$ cat config.mk
export PLATFORM = sky130hd
export DESIGN_NAME = stop_and_wait_frame_receiver_unit
export DESIGN_NICKNAME = d
export VERILOG_FILES = /design/src/rtl/srx_pkg.sv /design/src/rtl/srx_cfg.sv /design/src/rtl/srx_core.sv /design/src/rtl/srx_out.sv /design/src/rtl/stop_and_wait_frame_receiver_unit.sv
export SDC_FILE = /design/constraint.sdc
export NUM_CORES = 1
export LEC_CHECK = 0
export BUFFER_PORTS_ARGS = -buffer_cell sky130_fd_sc_hd__buf_2
export CORE_MARGIN = 2
export CORE_UTILIZATION = 40
export CTS_CLUSTER_DIAMETER = 80
export CTS_CLUSTER_SIZE = 20
export DETAILED_ROUTE_END_ITERATION = 10
export PLACE_DENSITY = 0.63
export SYNTH_ARGS = -nofsm -noshare
export SYNTH_HDL_FRONTEND = slang
export SYNTH_SLANG_ARGS = --single-unit
$ cat constraint.sdc
create_clock -name clk -period 2.8 [get_ports clk]
set_input_delay 0.28 -clock clk [delete_from_list [all_inputs] [get_ports clk]]
set_output_delay 0.28 -clock clk [all_outputs]
set_load 0.01 [all_outputs]
$ cat src/rtl/srx_pkg.sv
// shared types and constants of the stop and wait frame receiver
package srx_pkg;

  localparam int MAX_PAYLOAD = 2048;
  localparam int COUNT_W = 12;
  localparam int COUNT_MAX = (1 << COUNT_W) - 1;
  localparam int COUNT_CAP = (MAX_PAYLOAD < COUNT_MAX) ? MAX_PAYLOAD : COUNT_MAX;

  localparam logic [7:0] UNSTUFF_ESC = 8'h5D;
  localparam logic [7:0] UNSTUFF_FLAG = 8'h5E;
  localparam logic [7:0] CHECK_INIT = 8'h00;

  localparam logic [2:0] CFG_FLAG = 3'd0;
  localparam logic [2:0] CFG_ESCAPE = 3'd1;
  localparam logic [2:0] CFG_ADDRESS = 3'd2;
  localparam logic [2:0] CFG_INFO0 = 3'd3;
  localparam logic [2:0] CFG_INFO1 = 3'd4;

  localparam logic [1:0] KIND_PAYLOAD = 2'd0;
  localparam logic [1:0] KIND_NEW = 2'd1;
  localparam logic [1:0] KIND_DUP = 2'd2;
  localparam logic [1:0] KIND_REJECT = 2'd3;

  localparam logic [1:0] RESP_RR0 = 2'd0;
  localparam logic [1:0] RESP_RR1 = 2'd1;
  localparam logic [1:0] RESP_REJ0 = 2'd2;
  localparam logic [1:0] RESP_REJ1 = 2'd3;

  typedef struct packed {
    logic [7:0] flag_value;
    logic [7:0] escape_value;
    logic [7:0] sender_address;
    logic [7:0] info0_control;
    logic [7:0] info1_control;
  } cfg_t;

  typedef struct packed {
    logic [1:0] kind;
    logic [7:0] payload_byte;
    logic [1:0] response_code;
    logic [COUNT_W-1:0] payload_count;
  } result_t;

  typedef enum logic [4:0] {
    ST_HUNT = 5'b00001,
    ST_AFTER_FLAG = 5'b00010,
    ST_ADDR_SEEN = 5'b00100,
    ST_CTRL_SEEN = 5'b01000,
    ST_DATA = 5'b10000
  } state_t;

endpackage

$ cat src/rtl/srx_cfg.sv
// configuration register file of the frame receiver
module srx_cfg (
  input  logic           clk,
  input  logic           rst,
  input  logic           cfg_valid,
  output logic           cfg_ready,
  input  logic [2:0]     cfg_index,
  input  logic [7:0]     cfg_data,
  output srx_pkg::cfg_t  cfg
);
  import srx_pkg::*;

  assign cfg_ready = 1'b1;

  always_ff @(posedge clk) begin
    if (rst) begin
      cfg.flag_value <= 8'h7E;
      cfg.escape_value <= 8'h7D;
      cfg.sender_address <= 8'h03;
      cfg.info0_control <= 8'h00;
      cfg.info1_control <= 8'h40;
    end else if (cfg_valid && cfg_ready) begin
      unique case (cfg_index)
        CFG_FLAG: cfg.flag_value <= cfg_data;
        CFG_ESCAPE: cfg.escape_value <= cfg_data;
        CFG_ADDRESS: cfg.sender_address <= cfg_data;
        CFG_INFO0: cfg.info0_control <= cfg_data;
        CFG_INFO1: cfg.info1_control <= cfg_data;
        default: ;
      endcase
    end
  end

endmodule

$ cat src/rtl/srx_core.sv
// input register and per-byte frame state update of the frame receiver
module srx_core (
  input  logic              clk,
  input  logic              rst,
  input  srx_pkg::cfg_t     cfg,
  input  logic              in_valid,
  output logic              in_stall,
  input  logic [7:0]        rx_byte,
  input  logic              res_free,
  output logic              res_load,
  output srx_pkg::result_t  res
);
  import srx_pkg::*;

  logic               in_valid_q;
  logic [7:0]         rx_q;
  logic               fire;

  state_t             state, state_next;
  logic               frame_seq, frame_seq_next;
  logic               exp_seq, exp_seq_next;
  logic               esc, esc_next;
  logic [7:0]         chk, chk_next;
  logic [7:0]         held_byte, held_byte_next;
  logic               held_valid, held_valid_next;
  logic [COUNT_W-1:0] count, count_next;

  logic               take;
  logic [7:0]         take_val;
  logic [7:0]         ctrl_sel;
  logic               emit;

  assign in_stall = in_valid_q && !res_free;
  assign fire = in_valid_q && res_free;
  assign ctrl_sel = frame_seq ? cfg.info1_control : cfg.info0_control;

  always_ff @(posedge clk) begin
    if (in_valid && !in_stall) begin
      rx_q <= rx_byte;
    end
  end

  always_ff @(posedge clk) begin
    if (rst) begin
      in_valid_q <= 1'b0;
      state <= ST_HUNT;
      frame_seq <= 1'b0;
      exp_seq <= 1'b0;
      esc <= 1'b0;
      chk <= CHECK_INIT;
      held_byte <= 8'h00;
      held_valid <= 1'b0;
      count <= '0;
    end else begin
      if (in_valid && !in_stall) begin
        in_valid_q <= 1'b1;
      end else if (fire) begin
        in_valid_q <= 1'b0;
      end
      if (fire) begin
        state <= state_next;
        frame_seq <= frame_seq_next;
        exp_seq <= exp_seq_next;
        esc <= esc_next;
        chk <= chk_next;
        held_byte <= held_byte_next;
        held_valid <= held_valid_next;
        count <= count_next;
      end
    end
  end

  always_comb begin
    state_next = state;
    frame_seq_next = frame_seq;
    exp_seq_next = exp_seq;
    esc_next = esc;
    chk_next = chk;
    held_byte_next = held_byte;
    held_valid_next = held_valid;
    count_next = count;
    take = 1'b0;
    take_val = rx_q;
    emit = 1'b0;
    res = '0;

    unique case (state)
      ST_HUNT: begin
        if (rx_q == cfg.flag_value) state_next = ST_AFTER_FLAG;
      end
      ST_AFTER_FLAG: begin
        if (rx_q == cfg.sender_address) state_next = ST_ADDR_SEEN;
        else if (rx_q == cfg.flag_value) state_next = ST_AFTER_FLAG;
        else state_next = ST_HUNT;
      end
      ST_ADDR_SEEN: begin
        if (rx_q == cfg.info0_control) begin
          frame_seq_next = 1'b0;
          state_next = ST_CTRL_SEEN;
        end else if (rx_q == cfg.info1_control) begin
          frame_seq_next = 1'b1;
          state_next = ST_CTRL_SEEN;
        end else if (rx_q == cfg.flag_value) begin
          state_next = ST_AFTER_FLAG;
        end else begin
          state_next = ST_HUNT;
        end
      end
      ST_CTRL_SEEN: begin
        if (rx_q == (cfg.sender_address ^ ctrl_sel)) begin
          state_next = ST_DATA;
          esc_next = 1'b0;
          chk_next = CHECK_INIT;
          held_valid_next = 1'b0;
          held_byte_next = 8'h00;
          count_next = '0;
        end else if (rx_q == cfg.flag_value) begin
          state_next = ST_AFTER_FLAG;
        end else begin
          state_next = ST_HUNT;
        end
      end
      ST_DATA: begin
        if (rx_q == cfg.flag_value) begin
          emit = 1'b1;
          if (chk == 8'h00) begin
            res.payload_count = count;
            if (frame_seq == exp_seq) begin
              res.kind = KIND_NEW;
              exp_seq_next = !exp_seq;
              res.response_code = exp_seq ? RESP_RR0 : RESP_RR1;
            end else begin
              res.kind = KIND_DUP;
              res.response_code = exp_seq ? RESP_RR1 : RESP_RR0;
            end
          end else begin
            res.kind = KIND_REJECT;
            res.response_code = exp_seq ? RESP_REJ1 : RESP_REJ0;
          end
          state_next = ST_HUNT;
          esc_next = 1'b0;
          held_valid_next = 1'b0;
          held_byte_next = 8'h00;
          chk_next = CHECK_INIT;
          count_next = '0;
        end else if (esc) begin
          esc_next = 1'b0;
          if (rx_q == UNSTUFF_ESC) begin
            take = 1'b1;
            take_val = cfg.escape_value;
          end else if (rx_q == UNSTUFF_FLAG) begin
            take = 1'b1;
            take_val = cfg.flag_value;
          end
        end else if (rx_q == cfg.escape_value) begin
          esc_next = 1'b1;
        end else begin
          take = 1'b1;
          take_val = rx_q;
        end
      end
      default: begin
        state_next = ST_HUNT;
      end
    endcase

    if (take) begin
      if (held_valid) begin
        emit = 1'b1;
        res.kind = KIND_PAYLOAD;
        res.payload_byte = held_byte;
        if (count < COUNT_W'(COUNT_CAP)) count_next = count + 1'b1;
      end
      held_byte_next = take_val;
      held_valid_next = 1'b1;
      chk_next = chk ^ take_val;
    end
  end

  assign res_load = fire && emit;

endmodule

$ cat src/rtl/srx_out.sv
// result register of the frame receiver
module srx_out (
  input  logic                        clk,
  input  logic                        rst,
  input  logic                        res_load,
  input  srx_pkg::result_t            res,
  output logic                        res_free,
  output logic                        out_valid,
  input  logic                        out_stall,
  output logic [1:0]                  kind,
  output logic [7:0]                  payload_byte,
  output logic [1:0]                  response_code,
  output logic [srx_pkg::COUNT_W-1:0] payload_count
);
  import srx_pkg::*;

  result_t res_q;

  assign res_free = !out_valid || !out_stall;

  always_ff @(posedge clk) begin
    if (rst) begin
      out_valid <= 1'b0;
    end else if (res_load) begin
      out_valid <= 1'b1;
    end else if (out_valid && !out_stall) begin
      out_valid <= 1'b0;
    end
  end

  always_ff @(posedge clk) begin
    if (res_load) begin
      res_q <= res;
    end
  end

  assign kind = res_q.kind;
  assign payload_byte = res_q.payload_byte;
  assign response_code = res_q.response_code;
  assign payload_count = res_q.payload_count;

endmodule

$ cat src/rtl/stop_and_wait_frame_receiver_unit.sv
// stop and wait frame receiver: flag hunt, header check, destuffing, frame status
// a beat is captured in the input register, then processed from there into the result
// register, from which its result beat, if any, is offered
// throughput: one input beat per cycle, limited only by the single result register
// reset: synchronous active-high rst clears the frame state, the expected sequence
// and both valid flags, and loads the configuration defaults
module stop_and_wait_frame_receiver_unit (
  input  logic                        clk,
  input  logic                        rst,
  input  logic                        cfg_valid,
  output logic                        cfg_ready,
  input  logic [2:0]                  cfg_index,
  input  logic [7:0]                  cfg_data,
  input  logic                        in_valid,
  output logic                        in_stall,
  input  logic [7:0]                  rx_byte,
  output logic                        out_valid,
  input  logic                        out_stall,
  output logic [1:0]                  kind,
  output logic [7:0]                  payload_byte,
  output logic [1:0]                  response_code,
  output logic [srx_pkg::COUNT_W-1:0] payload_count
);
  import srx_pkg::*;

  cfg_t    cfg;
  result_t res;
  logic    res_load;
  logic    res_free;

  srx_cfg u_cfg (
    .clk       (clk),
    .rst       (rst),
    .cfg_valid (cfg_valid),
    .cfg_ready (cfg_ready),
    .cfg_index (cfg_index),
    .cfg_data  (cfg_data),
    .cfg       (cfg)
  );

  srx_core u_core (
    .clk      (clk),
    .rst      (rst),
    .cfg      (cfg),
    .in_valid (in_valid),
    .in_stall (in_stall),
    .rx_byte  (rx_byte),
    .res_free (res_free),
    .res_load (res_load),
    .res      (res)
  );

  srx_out u_out (
    .clk           (clk),
    .rst           (rst),
    .res_load      (res_load),
    .res           (res),
    .res_free      (res_free),
    .out_valid     (out_valid),
    .out_stall     (out_stall),
    .kind          (kind),
    .payload_byte  (payload_byte),
    .response_code (response_code),
    .payload_count (payload_count)
  );

endmodule

# Yosys cells after proc, flatten, opt, wreduce, memory -nomap -nowiden
# Index checks and enable logic that the tools add are counted.
# totals
register_bits	111
input_bits	24
# op_classes
eq_ne	23
n_lt_le_gt_ge	1
n_addsub	1
n_mux	60
n_reduce_logical	31
bitwise	2
# op_table
operator	n
two-way mux 8 bit	10
two-way mux 12 bit	5
== test 8 bit	6
two-way mux 5 bit	6
two-way mux 1 bit	25
one-hot mux 5 bit (5 select lines)	1
one-hot mux 12 bit (2 select lines)	1
two-way mux 10 bit	2
== test 8 x 7 -> 1 bit, second input constant	2
one-hot mux 8 bit (2 select lines)	1
XOR 8 bit	2
two-way mux 2 bit	7
AND reduction 2 bit	7
adder 12 x 1 -> 12 bit, second input constant	1
< comparator 12 bit, second input constant	1
AND reduction 3 bit	4
logical NOT 8 bit	1
nonzero test 2 bit	4
== test 3 x 2 -> 1 bit, second input constant	2
inequality test 2 x 1 -> 1 bit, second input constant	3
inequality test 3 x 1 -> 1 bit, second input constant	2
== test 5 x 1 -> 1 bit, second input constant	1
== test 5 x 2 -> 1 bit, second input constant	1
== test 5 x 3 -> 1 bit, second input constant	1
13 further kinds	22

# Longest topological paths before layout
# depth
depth_word	9
depth_mapped	10

# By module
# Synthesis repeated with hierarchy kept, for this count alone.
# unflattened
hier_cells	604
hier_area_um2	5884.4
# by_module_without_submodules
mod	area_each_um2	cells_each	instances	seq_area_each_um2
srx_core	3488.3	423	1	1001.0
srx_cfg	1642.8	153	1	800.8
srx_out	753.2	28	1	740.7

# Worst setup path after synthesis
# Ideal clock, no wire load.
# synth_timing
path_type	register to register
from	register u_core.rx_q[7]
to	register u_out.res_q (netlist bit u_out.kind[0]), enable pin
synth_period_minus_slack_ps	2572
path_stages_with_launch	9
path_slack_ps	228
path_buffers	2
required_time_ps	2421
arrival_time_ps	2193
cell_sequence	edfxtp_1 -> buf_6 -> and4bb_1 -> nand4_1 -> a32oi_2 -> nand3_1 -> buf_2 -> a21o_1 -> inv_1
# synth_via
elab_chain_cells	8
# synth_lines
item	line	rtl
start, declared	srx_core.sv:16	logic [7:0] rx_q;
start signal, assigned	srx_core.sv:39	rx_q <= rx_byte;
== test 8 x 7 -> 1 bit	srx_core.sv:151	end else if (rx_q == UNSTUFF_FLAG) begin
two-way mux 1 bit	srx_core.sv:151	
two-way mux 1 bit	srx_core.sv:148	if (rx_q == UNSTUFF_ESC) begin
two-way mux 1 bit	srx_core.sv:146	end else if (esc) begin
two-way mux 1 bit	srx_core.sv:124	if (rx_q == cfg.flag_value) begin
two-way mux 1 bit	srx_core.sv:87	unique case (state)
two-way mux 1 bit *	srx_core.sv:167	if (take) begin
logical AND 1 bit *	srx_core.sv:180	assign res_load = fire && emit;
via res_load	stop_and_wait_frame_receiver_unit.sv:28	logic res_load;
end signal, assigned	srx_out.sv:33	res_q <= res;
end, declared	srx_out.sv:17	result_t res_q;
# Mark *: on every way through the listed nets, which the timed path passes. The rest lies on a longest branch.
# A chain may end at the register's enable or synchronous reset.

# Final worst setup path
# layout_timing
from	register u_core.rx_q[2]
to	register u_core.chk[5]
# layout_via
elab_chain_cells	8
# layout_lines
item	line	rtl
== test 8 x 7 -> 1 bit	srx_core.sv:151	
two-way mux 1 bit or two-way mux 8 bit (tied branches)	srx_core.sv:151	
two-way mux 1 bit or two-way mux 8 bit (tied branches)	srx_core.sv:148	
two-way mux 1 bit or two-way mux 8 bit (tied branches)	srx_core.sv:146	
two-way mux 1 bit or two-way mux 8 bit (tied branches)	srx_core.sv:124	
two-way mux 1 bit or two-way mux 8 bit (tied branches)	srx_core.sv:87	
inequality test 3 x 1 -> 1 bit (no source line), or another cell as far along	-	
AND reduction 4 bit (no source line) or two-way mux 8 bit (tied branches)	-	
end signal, assigned	srx_core.sv:65	chk <= chk_next;
end, declared	srx_core.sv:23	logic [7:0] chk, chk_next;
# Parallel ways exist; a longest one is shown, timed or not.

==> reports/results.env <==
ASYNCSETRESETFLOPFRACSYNTH_PCT=0
SETUP_VIOL=0
MOST-COMMON-LAYOUT-CELLS='sky130_fd_sc_hd__nand2_1, sky130_fd_sc_hd__dfxtp_1, sky130_fd_sc_hd__buf_2, sky130_fd_sc_hd__a21oi_1, sky130_fd_sc_hd__nor2_1'
FINAL_CORE_UTIL_PCT=45.5
CTS_POST_SETUP_BUFFERS_INSERTED=0
WORST-ENDPOINT-REQUIRED_PS=3090
ROUTE.FINAL.WIRE_LENGTH_UM=13700
FINALHOLDWORSTSLACK_PS=92.2
ROUTABILITYCONGESTION=0.891
WORST_SKEW_PAIR.LATE_LATENCY_PS=360
PRECTSSETUPSLACK_PS=331
FINAL_NETS=685
YS_WARN_COUNT=0
SYN2LAYOUT_AREA_GROWTH_PCT=10.9
TRITONCTS_CLOCK_TREE='built'
CLK_PIN_SLEW_WORST_PATHS_PS=70
CRITPATHMAXFANOUT=22
CTS_INSERTED_BUFFERS=9
ROOT_BUFFER='sky130_fd_sc_hd__clkbuf_16'
DIE_HEIGHT_UM=123
FINAL_MAX_SLEW_VIOL_COUNT=0
SEQ_AREA_FRAC_SYNTH_PCT=44.7
YS_SEQ_ELEMENTS=111
CRITICALPATHCATEGORY='flop to flop'
VDD.IR_DROP.WORST_mV=0.515
REMAINING_NUMBER_OF_NETS_FLAGGED_BY_THE_ANTENNA_CHECK_AFTER_ROUTING=0
FIN_TNS_SETUP_PS=0
DIE_X_UM=123
DIE_AREA_UM2=15200
ANTENNA_FOUND_INITIAL=0
TIMING.CRITICAL_PATH.FROM_TYPE='flop'
SINKS_ON_CLOCK_NET=111
CLOCKBUFFERDEPTH=2
POST-ROUTE-MIN-PERIOD_PS=2560
SLEW-LIMIT-HEADROOM_PCT=53.6
DETAIL_ROUTE.WL_PER_CELL_UM=16.2
DRIVE_ABOVE_1_SHARE_PCT=15.0
MIN_PERIOD_OVER_PERIOD_PCT=91.3
CTSHOLDBUFFERS=0
POST_SYNTH_INST_COUNT=627
GRT_SETUP_UNREPAIRED='false'
TOTAL_ROUTING_RESOURCE_UTILIZATION_AFTER_GLOBAL_ROUTING_PCT=18.9
POST-DP-HPWL_UM=10300
TIMING.CRITICAL_PATH.TO_TYPE='flop'
WORST_MIN_DELAY_PATH_CLASS='input pin to flop'
TRANSITION_TIME_AT_THE_PIN_WITH_THE_LEAST_SLEW_MARGIN_PS=695
NUMBER_OF_PLACEMENT_ROWS=43
MAXCAPVIOLATIONS=0
GRT_PASS1_WL_UM=22300
ROUTE.DETAILED.VIAS_PER_INST=5.50
DRTPASS1ITERATIONS=5
FINAL_SETUP_SKEW_PS=7.03
WORSTREGTOREGCELLS=6
CTS.HTREE.LEVELS=3
DETAILROUTE.VIA_COUNT=4649
SYN_NETS=652
SYNTH_CELL_TYPE_COUNT=64
PIN_COUNT=51
MOST_INSTANTIATED_FLIP_FLOP_CELL_IN_THE_SYNTHESIS_NETLIST='sky130_fd_sc_hd__dfxtp_1'
ROUTE.DETAILED.DRC=0
SYNTHESIS.AREA_PER_INSTANCE_UM2=9.08
FINAL_CRITICAL_PATH_SETUP_SLACK_PS=245
WHS_PATH_DEPTH=1
FINALHOLDVIOLATIONS=0
EFFECTIVE_UTILIZATION_AT_FLOORPLAN_PCT=41.0
DRTITER0DRC=396
OVERFLOW_LEFT_AFTER_GLOBAL_ROUTING=0
PWR_DENSITY_CELL_nW_PER_UM2=497
FP.COREAREA_UM2=13900
POWER.STATIC_LEAKAGE_nW=2.24
VIA_COUNT_OF_THE_FIRST_GLOBAL_ROUTING_PASS=4301
CTS_RESIZES=0
F_MAX_GHz=0.391
SYNTH-EDFF-COUNT=32
MAPPEDNETLISTAREA_UM2=5690
SIGNAL_ARRIVAL_TIME_AT_THE_WORST_ENDPOINT_PS=2840
RUN_STATUS='complete, no violations'
PORT_BUFFERS=49
LAYOUT_COMMONEST_CELL='sky130_fd_sc_hd__nand2_1'
MAXIMUM_NUMBER_OF_PINS_ON_ONE_NET_BEFORE_GLOBAL_ROUTE_REPAIR=47
DIODES=0
## registers in the layout (all words and copies together), names as in the netlist, 5 cells and up
name	flops
u_cfg.cfg	40
u_core.count	12
u_out.payload_count	12
u_core.chk	8
u_core.held_byte	8
u_core.rx_q	8
u_out.payload_byte	8
u_core.state	5
## critical path: stages, from the launching register on
cell                        delay [ps]
sky130_fd_sc_hd__edfxtp_1          610
sky130_fd_sc_hd__xnor2_1           220
sky130_fd_sc_hd__and4_1            340
sky130_fd_sc_hd__a21oi_4           290
sky130_fd_sc_hd__nand3_4           250
sky130_fd_sc_hd__a2111oi_2         510
sky130_fd_sc_hd__mux2i_1           260
## cells by family after synthesis
kind of cell | count (synthesis) | share of synthesized area [%]
AND/OR/NAND/NOR | 255 | 22.5
AO/OA/AOI/OAI | 126 | 15.3
flip-flops | 111 | 44.7
buffers and inverters | 59 | 5.34
XOR/XNOR | 52 | 8.00
multiplexers | 22 | 3.93
adder cells (fa/ha/maj) | 1 | 0.220
other | 1 | 0.0659
## path summary, 6_finish.rpt
path	slack [ps]	start	to
worst max-delay path	240	u_core.rx_q[2]$_DFFE_PP_	u_core.chk[5]$_SDFFE_PP0P_
worst min-delay path	90	rx_byte[6]	u_core.rx_q[6]$_DFFE_PP_
worst max register to register	240	u_core.rx_q[2]$_DFFE_PP_	u_core.chk[5]$_SDFFE_PP0P_
worst min register to register	460	u_core.held_byte[7]$_SDFFE_PP0P_	u_core.held_byte[7]$_SDFFE_PP0P_
## metrics by stage
step	std cells	power (mW)	cell area (um^2)
2_1_floorplan	627	1.89	5690
3_3_place_gp	829	1.95	6030
3_5_place_dp	829	1.95	6030
4_1_cts	845	3.17	6310
5_1_grt	845	3.25	6310
6_report	845	3.14	6310
## Yosys cell counts, types with 3 or more instances
cell type | number | area (um^2)
sky130_fd_sc_hd__nand2_1 | 101 | 379
sky130_fd_sc_hd__o211ai_1 | 9 | 67.6
sky130_fd_sc_hd__a211oi_1 | 10 | 75.1
sky130_fd_sc_hd__nor3_1 | 12 | 60.1
sky130_fd_sc_hd__nand4_1 | 15 | 93.8
sky130_fd_sc_hd__a21oi_1 | 42 | 210
sky130_fd_sc_hd__nand3b_1 | 6 | 45.0
sky130_fd_sc_hd__buf_6 | 6 | 67.6
sky130_fd_sc_hd__mux2i_1 | 19 | 190
sky130_fd_sc_hd__nand3_1 | 26 | 130
sky130_fd_sc_hd__and4_1 | 5 | 43.8
sky130_fd_sc_hd__xnor2_1 | 32 | 280
sky130_fd_sc_hd__buf_4 | 7 | 52.6
sky130_fd_sc_hd__and3_1 | 7 | 43.8
sky130_fd_sc_hd__o21ai_0 | 15 | 75.1
sky130_fd_sc_hd__o22ai_1 | 3 | 18.8
sky130_fd_sc_hd__inv_1 | 20 | 75.1
sky130_fd_sc_hd__and2_1 | 15 | 93.8
sky130_fd_sc_hd__nor2b_1 | 3 | 18.8
sky130_fd_sc_hd__nand2b_1 | 5 | 31.3
sky130_fd_sc_hd__buf_1 | 5 | 18.8
sky130_fd_sc_hd__dfxtp_1 | 79 | 1580
sky130_fd_sc_hd__mux2_2 | 3 | 33.8
sky130_fd_sc_hd__clkbuf_1 | 11 | 41.3
sky130_fd_sc_hd__nor2_1 | 35 | 131
sky130_fd_sc_hd__a31oi_1 | 9 | 56.3
sky130_fd_sc_hd__xor2_1 | 20 | 175
sky130_fd_sc_hd__or2_2 | 4 | 25.0
sky130_fd_sc_hd__or3_1 | 7 | 43.8
sky130_fd_sc_hd__o32ai_1 | 8 | 70.1
sky130_fd_sc_hd__nor4_1 | 5 | 31.3
sky130_fd_sc_hd__edfxtp_1 | 32 | 961
sky130_fd_sc_hd__buf_2 | 9 | 45.0
## cell type report
class / instances / area, um^2
Multi-Input combinational cell: 457 / 2850
Timing Repair Buffer: 60 / 340
Clock buffer: 9 / 225
Clock inverter: 7 / 56.3
Tap cell: 180 / 225
Fill cell: 1366 / 7570
Sequential cell: 111 / 2540
Inverter: 21 / 78.8
## routing by layer
layer | GRT usage, % | share of wire [%]
met1 | 25.4 | 47
met2 | 30.5 | 46
met3 | 4.01 | 4.8
met4 | 6.04 | 1.8
met5 | 0 | 0
## power breakdown
| part | switching [mW] | internal, mW | leakage (nW) | total, mW |
|---|---|---|---|---|
| Clock | 0.609 | 0.613 | 0.138 | 1.22 |
| Combinational | 0.131 | 0.0807 | 1.10 | 0.211 |
| Sequential | 0.0390 | 1.67 | 0.994 | 1.70 |
| Total | 0.779 | 2.36 | 2.24 | 3.14 |
Note: power is estimated with default switching activity, not from simulation.
